### src/rtl/assert_macros.svh
// ----------------------------------------------------------------------------
// Assertion macros
// Shared concurrent assertion forms for the statistics block.
// ----------------------------------------------------------------------------
`ifndef ASSERT_MACROS_SVH
`define ASSERT_MACROS_SVH

// The consequent must hold in the same cycle as the antecedent.
`define ASSERT_SAME(lbl, clk, rst_n, ante, cons, msg) \
    lbl: assert property (@(posedge clk) disable iff (!rst_n) (ante) |-> (cons)) \
        else $error(msg);

// The consequent must hold in the cycle after the antecedent.
`define ASSERT_NEXT(lbl, clk, rst_n, ante, cons, msg) \
    lbl: assert property (@(posedge clk) disable iff (!rst_n) (ante) |=> (cons)) \
        else $error(msg);

`endif

### src/rtl/asms_pkg.sv
// ----------------------------------------------------------------------------
// asms_pkg
// Types and fixed result field widths shared by the statistics block.
// ----------------------------------------------------------------------------
`timescale 1ns / 1ps
`default_nettype none

package asms_pkg;

    // Result field widths, lowest field of the output word first.
    localparam int OUT_SUM_W   = 26;
    localparam int OUT_MEAN_W  = 23;
    localparam int OUT_ABOVE_W = 11;
    localparam int OUT_RANGE_W = 16;
    localparam int OUT_COUNT_W = 11;
    localparam int OUT_OVF_W   = 1;
    localparam int OUT_TDATA_W = 88;

    // Controller states.
    typedef enum logic [1:0] {
        ST_LOAD,
        ST_PREP,
        ST_PASS
    } t_state;

    // Commands from the controller to the datapath.
    typedef struct packed {
        logic load;
        logic prep;
        logic emit;
    } t_cmd;

    // Status from the datapath to the controller.
    typedef struct packed {
        logic pass_done;
        logic div_busy;
        logic out_free;
    } t_sts;

endpackage

`default_nettype wire

### src/rtl/asms_ctrl.sv
// ----------------------------------------------------------------------------
// asms_ctrl
// Controller: loads samples, then runs the closing pass and releases the result.
// ----------------------------------------------------------------------------
`timescale 1ns / 1ps
`default_nettype none

module asms_ctrl (
    input  wire logic          i_clk,
    input  wire logic          i_rst_n,
    input  wire logic          i_in_valid,
    input  wire logic          i_in_last,
    output logic               o_in_ready,
    output asms_pkg::t_cmd     o_cmd,
    input  asms_pkg::t_sts     i_sts
);
    import asms_pkg::*;

    t_state r_state;
    t_state n_state;

    // State register.
    always_ff @(posedge i_clk) begin
        if (!i_rst_n) begin
            r_state <= ST_LOAD;
        end else begin
            r_state <= n_state;
        end
    end

    // Next state and commands.
    always_comb begin
        n_state    = r_state;
        o_in_ready = 1'b0;
        o_cmd      = '0;
        case (r_state)
            ST_LOAD: begin
                o_in_ready = 1'b1;
                if (i_in_valid) begin
                    o_cmd.load = 1'b1;
                    if (i_in_last) begin
                        n_state = ST_PREP;
                    end
                end
            end
            ST_PREP: begin
                o_cmd.prep = 1'b1;
                n_state    = ST_PASS;
            end
            ST_PASS: begin
                if (i_sts.pass_done && !i_sts.div_busy && i_sts.out_free) begin
                    o_cmd.emit = 1'b1;
                    n_state    = ST_LOAD;
                end
            end
            default: begin
                n_state = ST_LOAD;
            end
        endcase
    end

endmodule

`default_nettype wire

### config.mk
export PLATFORM = sky130hd
export DESIGN_NAME = asms_ctrl
export DESIGN_NICKNAME = d
export VERILOG_FILES = /design/src/rtl/assert_macros.svh /design/src/rtl/asms_pkg.sv /design/src/rtl/asms_ctrl.sv
export SDC_FILE = /design/constraint.sdc
export NUM_CORES = 1
export LEC_CHECK = 0
export BUFFER_PORTS_ARGS = -buffer_cell sky130_fd_sc_hd__buf_4
export CAP_MARGIN = 10
export CORE_AREA = 2 2 39 41
export DETAILED_ROUTE_END_ITERATION = 8
export DIE_AREA = 0 0 41 43
export PLACE_DENSITY = 0.31
export SLEW_MARGIN = 0
export SYNTH_ARGS = -nofsm -noshare
export SYNTH_HDL_FRONTEND = slang
export SYNTH_SLANG_ARGS = --single-unit
export TNS_END_PERCENT = 30
### constraint.sdc
create_clock -name i_clk -period 2.3 [get_ports i_clk]
set_input_delay 0 -clock i_clk [delete_from_list [all_inputs] [get_ports i_clk]]
set_output_delay 0 -clock i_clk [all_outputs]
set_load 0.03 [all_outputs]
### Yosys cells after proc, flatten, opt, wreduce, memory -nomap -nowiden

Cells that the tools add are included.

| operators by class | value |
|---|---|
| shifts and indexed selects | 0 |
| $lt $le $gt $ge | 0 |
| reductions and logical operators | 5 |
| multiplexer cells | 10 |
| bitwise logic cells | 0 |
| multiply operators | 0 |
| equality and inequality tests | 5 |
| add/sub/neg operators | 0 |
| divide/modulo/power cells | 0 |

Operators with widths:

| operator | count |
|---|---|
| $mux 1 | 6 |
| $mux 2 | 3 |
| $ne 2x2->1 const B | 3 |
| $pmux 2 s3 | 1 |
| $reduce_and 3->1 | 1 |
| $eq 2x1->1 const B | 1 |
| $eq 2x2->1 const B | 1 |
| $logic_and 1x1->1 | 2 |
| $logic_not 2->1 | 1 |
| $logic_not 1->1 | 1 |

| word-level totals | value |
|---|---|
| register bits | 2 |
| memories kept | 0 |
| bits of input ports | 7 |
| output and inout bits | 4 |
| latch bits | 0 |
| memory bits (read-only) | 0 |
| memory bits (writable) | 0 |
| logic and storage cells | 21 |

### Longest topological paths before layout

Gate-level depths: netlist of the first run.

| logic depth | value |
|---|---|
| depth after elaboration | 5 |
| gate-level depth with buffers | 2 |
| depth with buffers taken out | 2 |

### Worst setup path after synthesis of the first run

Ideal clock, no wire load.

| timing | value |
|---|---|
| kind | reg-to-output |
| start | reg r_state[1] |
| end | out o_cmd[0] in the netlist's numbering |
| cell stages (with the launch flop) | 2 |
| arrival | 1.137 ns |
| path buffers | 0 |
| slack | 1.163 ns |
| required time | 2.300 ns |
| path through | dfxtp_1 > nor3b_1 |

RTL lines:

| what | line | source |
|---|---|---|
| start: declaration | asms_ctrl.sv:19 | `t_state r_state;` |
| start signal: assignment | asms_ctrl.sv:27 | `r_state <= n_state;` |
| end: declaration | asms_ctrl.sv:14 | `output asms_pkg::t_cmd o_cmd,` |

==> metrics.md, run 1 <==
| Metric | Value |
|---|---|
| Met1 Wirelength | ~150 um |
| Synth cell types | 9 |
| Cell Area, Synth | roughly 100 sq um |
| Count leader, synth | dfxtp_1 |
| Die area | ~1800 sq um |
| Setup slack after layout | approximately 1300 ps |
| WL met3 | about 55 um |
| Min cycle time layout | about 1000 ps |
| Via/cell ratio | ~3.4 |
| Largest registers | r_state (2) |
| Clock Tree Root | clkbuf_4 |
| Final setup violation count | 0 |
| Unrepaired setup endpoints after global routing | no |
| Final net count | 32 |
| Worst setup EP type | output port |
| Largest net degree at the start of global routing | 6 |
| Crit Path Max Fanout | 5 |
| Slew Limit Headroom | 0.880 |
| Detailed-route via count | 131 |
| Post-synth ARST share | 0 |
| Area Overhead vs Synth | 113% |
| Die H | 43 um |
| Routability congestion estimate | between 0.5 and 0.6 |
| Number of flops mapped to enable cells by yosys | 0 |
| Tot GR Track Use | 0.0571 |
| CTS Sinks | 2 |
| First-pass GRT wire length | about 570 um |
| Cell count after synthesis | 10 |
| Finished Layout Cells | 39 |
| Synth warnings | 0 |
| Starting Density | 0.0750 |
| Worst path required time | 2300 ps |
| Worst Setup Start Kind | register |
| Syn_nets | 17 |
| Critical Path AT | 1020 ps |
| Pins Over Slew Limit | 0 |
| Clock skew | between 0.2 and 0.3 ps |
| Reg2Reg Setup Slack | approximately 1400 ps |
| Reg2Reg Depth | 2 |
| Reg area | between 40 and 50 sq um |
| Clock transition at path regs | roughly 30 ps |
| CTS tree | built |
| Fillers | 163 |
| Seq/Total Area, Yosys | 0.386 |
| Max IR drop VDD | around 0.00012 V |
| Max Freq | between 900 and 1000 MHz |
| Worst hold-check path type | input port to register |
| Top Layer Used | met4 |
| Status | finished, final reports clean |
| # DRC | 0 |
| 1st-pass router iterations | 2 |
| Top_reg_cell synth | dfxtp_1 |
| Fin crit share | 0.445 |
| CTS resizes | 0 |
| Area share of the largest cell type after synthesis | 0.386 |
| Hold EP | r_state[0]$_SDFFE_PN0P_ |
| CTS H-tree lvls | 1 |
| FF-to-FF End | r_state[1]$_SDFFE_PN0P_ |
| Final hold violation count | 0 |
| Hold_ws | ~7.2 ps |
| CTS Hold Bufs | 0 |
| Share of post-route cells with drive strength above 1 | 0.652 |
| Deepest clock path buffer count | 2 |
| Antenna violations before repair | 0 |
| Yosys top cell by area | dfxtp_1 |
| Met2 wire len | 99 um |
| Ports | 11 |
| Clock latency on the worst-skew pair | ~230 ps |
| Inst Count DP | 36 |
| Worst slew pin tran | 179 ps |
| Crit path kind | register to output port |
| Avg WL per Cell | 8.33 um |
| Routed Antenna Nets | 0 |
| Setup TNS | 0 ps |
| Grt total ovfl | 0 |
| Register with the most flip-flops | r_state |
| WL final | between 300 and 400 um |
| Die W | between 40 and 50 um |
| Hold Crit Depth | 2 |
| Row count | 14 |
| Post-Syn Area per Cell | between 10 and 15 sq um |
| Largest cells by area after synthesis | dfxtp_1 39%, nor3b_2 12%, a22o_1 8.4%, and3b_1 8.4%, nor2b_2 8.4% |
| Number of flip-flops under the largest register name | 2 |
| Setup repair bufs after CTS | 0 |
| Worst R2R Start | r_state[0]$_SDFFE_PN0P_ |
| Diode count | 0 |
| Worst hold start | i_in_last |
| LEAKAGE | about 0.11 nW |
| Dpl hpwl | around 250 um |
| Maxcap violations | 0 |
| CTS Buf Count | 3 |
| Vias in the first global route | between 100 and 150 |
| Power Dens Cells | 660 nW/um^2 |
| Post-placement setup slack | about 1400 ps |
| Synth Register Bits | 2 |
| Tot Pwr | between 0.1 and 0.15 mW |
| Multi-input logic area | between 60 and 70 sq um |
| Core area | roughly 1400 sq um |
| Port bufs | 10 |
| 1st-iter DRT viols | 1 |
## how the worst max path moves through the flow
stage                                 start                       to  slack [ps]  cells after the start
detailed placement  r_state[0]$_SDFFE_PN0P_  r_state[1]$_SDFFE_PN0P_        1430                      2
CTS                 r_state[1]$_SDFFE_PN0P_                 o_cmd[0]        1260                      2
global route        r_state[1]$_SDFFE_PN0P_                 o_cmd[0]        1190                      2
floorplan           r_state[1]$_SDFFE_PN0P_                 o_cmd[0]        1160                      1
global placement    r_state[0]$_SDFFE_PN0P_  r_state[1]$_SDFFE_PN0P_        1450                      2
finish              r_state[1]$_SDFFE_PN0P_                 o_cmd[0]        1280                      2
## metrics by stage
stage / instance area [sq um] / util
final: 221 / 0.160
after floorplan: 104 / -
after global placement: 199 / 0.144
after global routing: 221 / 0.160
after CTS: 221 / 0.160
after detailed placement: 199 / 0.144
## where the power goes
group	internal [mW]	leakage [nW]	switching, mW
logic	0.0152	0.0768	0.0132
registers	0.0367	0.0163	0.00222
clock network	0.0577	0.0138	0.0212
## layer usage
layer | up-vias | global-route usage
li1 | 64 | -
met1 | 52 | 0.0607
met2 | 13 | 0.0500
met3 | 2 | 0.0366
met4 | 0 | 0.100
met5 | - | 0
## layout make-up
| cell class | count | share of cell area |
|---|---|---|
| repair buffers | 10 | 0.339 |
| multi-input cells | 8 | 0.288 |
| well taps | 16 | 0.0904 |
| flip-flops and latches | 2 | 0.181 |
| clock buffers | 3 | 0.102 |
## layout by cell type, fill, tap and decap left out
cell,Yosys,routed
nor3b_2,1,1
nor2_1,1,1
nor2b_2,1,1
nand3b_1,1,1
a22o_1,1,1
clkbuf_4,0,3
and3b_1,1,1
nor3b_1,1,1
and3_1,1,1
buf_4,0,10
dfxtp_1,2,2
## cell families (layout without fill, tap and decap cells)
kind of cell           Yosys count  count (layout)  share of synthesized area
buffers and inverters            0              13                          0
DFF                              2               2                      0.386
and+or+nand+nor                  7               7                      0.530
AOI/OAI and AO/OA                1               1                     0.0844
## critical path, stage by stage, from the launching register on
cell and delay, ps:
dfxtp_1 390, nor3b_1 210, buf_4 190
Power figures use the tool's default switching activity.
==> inputs of run 2 (changes only) <==
==> constraint.sdc (replaced) <==
create_clock -name i_clk -period 1.01 [get_ports i_clk]
set_input_delay 0 -clock i_clk [delete_from_list [all_inputs] [get_ports i_clk]]
set_output_delay 0 -clock i_clk [all_outputs]
set_load 0.03 [all_outputs]
==> run 2 against run 1 <==
Design area rose by 11%; sequential cell count did not move; clock skew rose by 3.3 ps; count of clock-buffer cells in the layout did not move; die area did not move.
==> metrics.md, run 2 (synthesis gave the netlist of run 1 again) <==
| Metric | Value |
|---|---|
| Avg WL per Cell | 7.68 um (-7.8%) |
| Detailed-route via count | 137 (+4.6%) |
| Unrepaired setup endpoints after global routing | yes |
| Worst hold-check path type | input port to register |
| Crit path cell chain | nor3b_2 > buf_4 |
| Worst slew pin tran | 166 ps (-13.0 ps) |
| Clock transition at path regs | 30 ps (about the same) |
| Share of post-route cells with drive strength above 1 | 0.760 (+0.108) |
| Max Freq | 1050 MHz |
| Final net count | 34 (+6.3%) |
| Fin crit share | 0.940 |
| Maxcap violations | 0 (unchanged) |
| Placed Instance Area | 204 sq um (+2.5%) |
| Antenna violations before repair | 0 (unchanged) |
| Pins Over Slew Limit | 0 (unchanged) |
| Setup slack after layout | 60.3 ps (-1220 ps) |
| Largest net degree at the start of global routing | 6 (unchanged) |
| Tot GR Track Use | 0.0551 (-0.00206) |
| Register with the most flip-flops | r_state |
| Slew Limit Headroom | 0.889 (+0.00872) |
| Worst path required time | 1010 ps (-1290 ps) |
| Routability congestion estimate | 0.588 (+11%) |
| Starting Density | 0.0750 (unchanged) |
| Max stage delay on crit path | 330 ps (-60 ps) |
| WL final | 315 um (-3.1%) |
| Largest registers | r_state (2) |
| Routed Antenna Nets | 0 (unchanged) |
| Ports | 11 (unchanged) |
| Reg2Reg Depth | 3 (+1) |
| Clock Tree Root | clkbuf_4 |
| First-pass GRT wire length | 552 um (-2.3%) |
| Core area | 1380 sq um (unchanged) |
| Worst setup EP type | output port |
| Die W | 41 um (unchanged) |
| Area Overhead vs Synth | 137% |
| Max IR drop VDD | 0.000412 V (+230%) |
| LEAKAGE | 0.118 nW (+9.9%) |
| 1st-iter DRT viols | 5 (+4) |
| Crit path max-delay family | flip-flops |
| Most common cell after layout, fill and taps aside | buf_4 |
| Die area | 1760 sq um (unchanged) |
| Post-layout instance area | 246 sq um (+11%) |
| Hold Crit Depth | 2 (unchanged) |
| Power Dens Cells | 1380 nW/um^2 (+110%) |
| Fillers | 152 (-6.7%) |
| CTS H-tree lvls | 1 (unchanged) |
| CTS Buf Count | 3 (unchanged) |
| Final hold violation count | 0 (unchanged) |
| Crit path kind | register to output port |
| CTS tree | built |
| Buf/Inv on CP | 1 (unchanged) |
| Min cycle time layout | between 900 and 1000 ps |
| Clock latency on the worst-skew pair | 220 ps (about the same) |
| Number of flip-flops under the largest register name | 2 (unchanged) |
| Tot Pwr | 0.340 mW (+130%) |
| # DRC | 0 (unchanged) |
| Slowest-stage cell, CP | dfxtp_2 |
| Dpl hpwl | 251 um (-0.59%) |
| Vias in the first global route | 132 (-8.3%) |
| Final setup violation count | 0 (unchanged) |
| CTS Sinks | 2 (unchanged) |
| Clock skew | 3.56 ps (+3.29 ps) |
| Die H | 43 um (unchanged) |
| Critical Path AT | 950 ps (-70 ps) |
| Post-placement setup slack | 115 ps (-1310 ps) |
| Commonest non-fill, non-tap cells in the layout | 11 x buf_4, 3 x clkbuf_4, 2 x nor3b_2, 2 x dfxtp_2 |
| 1st-pass router iterations | 2 (unchanged) |
| Crit Path Max Fanout | 5 (unchanged) |
| Status | finished, final reports clean |
| Setup TNS | 0 ps (unchanged) |
| Deepest clock path buffer count | 2 (unchanged) |
| Worst Setup Start Kind | register |
| Grt total ovfl | 0 (unchanged) |
| Row count | 14 (unchanged) |
| Via/cell ratio | 3.34 (-0.52%) |
| Cell count along the critical path | 2 (unchanged) |
| Port bufs | 10 (unchanged) |
| Diode count | 0 (unchanged) |
| Hold_ws | 26.9 ps (+19.7 ps) |
==> run 2: cell types whose count changed in the layout (fill, tap and decap cells not counted), sizes merged <==
cell,delta
buf,+1
dlygate4sd3,+1
==> run 2: final timing paths <==
check                          start                      end  slack [ps]
max          r_state[1]$_SDFFE_PN0P_                 o_cmd[2]          60
min                          i_rst_n  r_state[1]$_SDFFE_PN0P_          30
max reg2reg  r_state[1]$_SDFFE_PN0P_  r_state[0]$_SDFFE_PN0P_         130
min reg2reg  r_state[1]$_SDFFE_PN0P_  r_state[1]$_SDFFE_PN0P_         640
==> run 2: cell type report <==
| class | instances | area, sq um | share of cell area |
|---|---|---|---|
| sequential | 2 | 42.5 | 0.173 |
| timing repair buffer | 12 | 92.6 | 0.376 |
| multi-input combinational | 8 | 68.8 | 0.279 |
| tap | 16 | 20.0 | 0.0812 |
| clock buffer | 3 | 22.5 | 0.0914 |
==> run 2: where the power goes <==
| part | switching [mW] | leakage, nW | internal, mW |
|---|---|---|---|
| Clock | 0.0453 | 0.0138 | 0.131 |
| Sequential | 0.00540 | 0.0172 | 0.0844 |
| Combinational | 0.0323 | 0.0865 | 0.0414 |
==> run 2: metal layers <==
| metal | share of wire | global-route usage | vias up | routed length [um] |
|---|---|---|---|---|
| li1 | - | - | 69 | - |
| met1 | 0.54 | 0.0764 | 57 | 171 |
| met2 | 0.29 | 0.0406 | 11 | 91 |
| met3 | 0.17 | 0.0471 | 0 | 52 |
| met4 | 0 | 0.0600 | 0 | 0 |
| met5 | 0 | 0 | - | 0 |
==> run 2: stage by stage <==
| step | util | std cells |
|---|---|---|
| floorplan | - | 10 |
| global placement | 0.147 | 36 |
| detailed placement | 0.147 | 36 |
| CTS | 0.177 | 41 |
| global route | 0.178 | 41 |
| finish | 0.178 | 41 |
==> run 2: what timing repair did <==
action                     4_1_cts  5_1_grt
hold endpoints to repair         1        0
pin swaps                        1        0
resized for setup                1        1
setup endpoints to repair        2        2
hold buffers                     1        0
buffers inserted                 1        0
==> inputs of run 3 (changes only) <==
--- a/config.mk
+++ b/config.mk
@@ -7,10 +7,12 @@
 export LEC_CHECK = 0
 export BUFFER_PORTS_ARGS = -buffer_cell sky130_fd_sc_hd__buf_4
 export CAP_MARGIN = 10
+export CELL_PAD_IN_SITES_DETAIL_PLACEMENT = 1
+export CELL_PAD_IN_SITES_GLOBAL_PLACEMENT = 1
 export CORE_AREA = 2 2 39 41
 export DETAILED_ROUTE_END_ITERATION = 8
 export DIE_AREA = 0 0 41 43
-export PLACE_DENSITY = 0.31
+export PLACE_DENSITY = 0.39
 export SLEW_MARGIN = 0
 export SYNTH_ARGS = -nofsm -noshare
 export SYNTH_HDL_FRONTEND = slang
==> run 3 against run 2 <==
Sequential share of layout area increased by 0.54 points; clock power about the same; clock skew decreased by 2.9 ps.
==> metrics.md, run 3 (synthesis gave the netlist of run 1 again) <==
| Metric | Value |
|---|---|
| Worst slew pin tran | 175 ps (+9.50 ps) |
| Unrepaired setup endpoints after global routing | no |
| CTS Sinks | 2 (unchanged) |
| Clock skew | 0.625 ps (-2.94 ps) |
| Worst setup EP type | output port |
| Port bufs | 10 (unchanged) |
| Tot Pwr | 0.338 mW (-0.54%) |
| Post-layout instance area | 239 sq um (-3.0%) |
| Die area | 1760 sq um (unchanged) |
| Fin crit share | 0.943 (+0.00296) |
| Power Dens Cells | 1410 nW/um^2 (+2.6%) |
| Die W | 41 um (unchanged) |
| Diode count | 0 (unchanged) |
| Placed Instance Area | 204 sq um (unchanged) |
| Critical Path AT | 950 ps (about the same) |
| Worst path required time | 1010 ps (about the same) |
| LEAKAGE | 0.110 nW (-6.1%) |
| # DRC | 0 (unchanged) |
| Min cycle time layout | 953 ps (+2.99 ps) |
| Share of post-route cells with drive strength above 1 | 0.783 (+0.0226) |
| Hold_ws | 7.78 ps (-19.2 ps) |
| Worst Setup Start Kind | register |
| CTS Buf Count | 3 (unchanged) |
| Fillers | 171 (+13%) |
| Detailed-route via count | 135 (-1.5%) |
| Largest net degree at the start of global routing | 6 (unchanged) |
| Max Freq | 1050 MHz (-0.31%) |
| Row count | 14 (unchanged) |
| CTS tree | built |
| WL final | 355 um (+13%) |
| Ports | 11 (unchanged) |
| Crit Path Max Fanout | 5 (unchanged) |
| 1st-pass router iterations | 2 (unchanged) |
| Setup TNS | 0 ps (unchanged) |
| Largest registers | r_state (2) |
| Final net count | 32 (-5.9%) |
| Vias in the first global route | 136 (+3.0%) |
| Register with the most flip-flops | r_state |
| Maxcap violations | 0 (unchanged) |
| Worst hold-check path type | input port to register |
| Tot GR Track Use | 0.0531 (-0.00195) |
| Routed Antenna Nets | 0 (unchanged) |
| Clock Tree Root | clkbuf_4 |
| Core area | 1380 sq um (unchanged) |
| Clock latency on the worst-skew pair | 220 ps (about the same) |
| Status | finished, final reports clean |
| 1st-iter DRT viols | 3 (-2) |
| Final hold violation count | 0 (unchanged) |
| Most common cell after layout, fill and taps aside | buf_4 |
| Number of flip-flops under the largest register name | 2 (unchanged) |
| CTS H-tree lvls | 1 (unchanged) |
| Via/cell ratio | 3.46 (+3.6%) |
| Final setup violation count | 0 (unchanged) |
| Avg WL per Cell | 9.10 um (+18%) |
| Pins Over Slew Limit | 0 (unchanged) |
| Antenna violations before repair | 0 (unchanged) |
| First-pass GRT wire length | 524 um (-5.1%) |
| Max IR drop VDD | 0.000316 V (-23%) |
| Area Overhead vs Synth | 130% |
| Grt total ovfl | 0 (unchanged) |
| Routability congestion estimate | 0.584 (-0.60%) |
| Crit path kind | register to output port |
| Slew Limit Headroom | 0.883 (-0.00598) |
| Die H | 43 um (unchanged) |
| Commonest non-fill, non-tap cells in the layout | 9 x buf_4, 3 x clkbuf_4, 2 x dfxtp_2 |
| Clock transition at path regs | 30 ps (about the same) |
| Starting Density | 0.0750 (unchanged) |
| Final Util | 0.173 (-0.00543) |
| Deepest clock path buffer count | 2 (unchanged) |
## run 3: area by class of cell
| class | instances | area, sq um | area share |
|---|---|---|---|
| timing repair buffer | 10 | 78.8 | 0.330 |
| multi-input combinational | 8 | 75.1 | 0.314 |
| sequential | 2 | 42.5 | 0.178 |
| clock buffer | 3 | 22.5 | 0.0942 |
| tap | 16 | 20.0 | 0.0838 |
## run 3: repair_timing
action | 4_1_cts | 5_1_grt
gates resized for setup | 1 | 3
setup buffers | 0 | 0
hold buffers | 0 | 0
setup endpoints to repair | 1 | 2
pin swaps | 0 | 1
gates cloned | 0 | 0
## run 3: worst max-delay path, cell delays in order (launching register included)
cell,delay [ps]
dfxtp_2,370
nor2b_2,180
buf_4,170
## run 3: where the power goes
part | switching [mW] | internal, mW | total, mW
registers | 0.00659 | 0.0844 | 0.0910
logic | 0.0321 | 0.0398 | 0.0719
clock network | 0.0442 | 0.131 | 0.175
## run 3: path summary, 6_finish.rpt
check,startpoint,to,slack (ps),cells after the start
setup reg to reg,r_state[0]$_SDFFE_PN0P_,r_state[1]$_SDFFE_PN0P_,140,2
setup / recovery,r_state[0]$_SDFFE_PN0P_,o_cmd[1],60,2
hold / removal,i_in_last,r_state[0]$_SDFFE_PN0P_,8,2
hold reg to reg,r_state[1]$_SDFFE_PN0P_,r_state[0]$_SDFFE_PN0P_,650,2
## run 3: routing by layer
layer	GRT usage	vias to the layer above	wire length, um
met3	0.0314	0	51
met5	0	-	0
met1	0.0543	60	163
met2	0.0563	11	139
met4	0.0800	0	0
li1	-	64	-
## run 3: through the flow
stage	setup WS (ps)	std cells
2_1_floorplan	-77.1	10
3_3_place_gp	137	36
4_1_cts	9.24	39
3_5_place_dp	121	36
5_1_grt	3.00	39
6_report	57.3	39
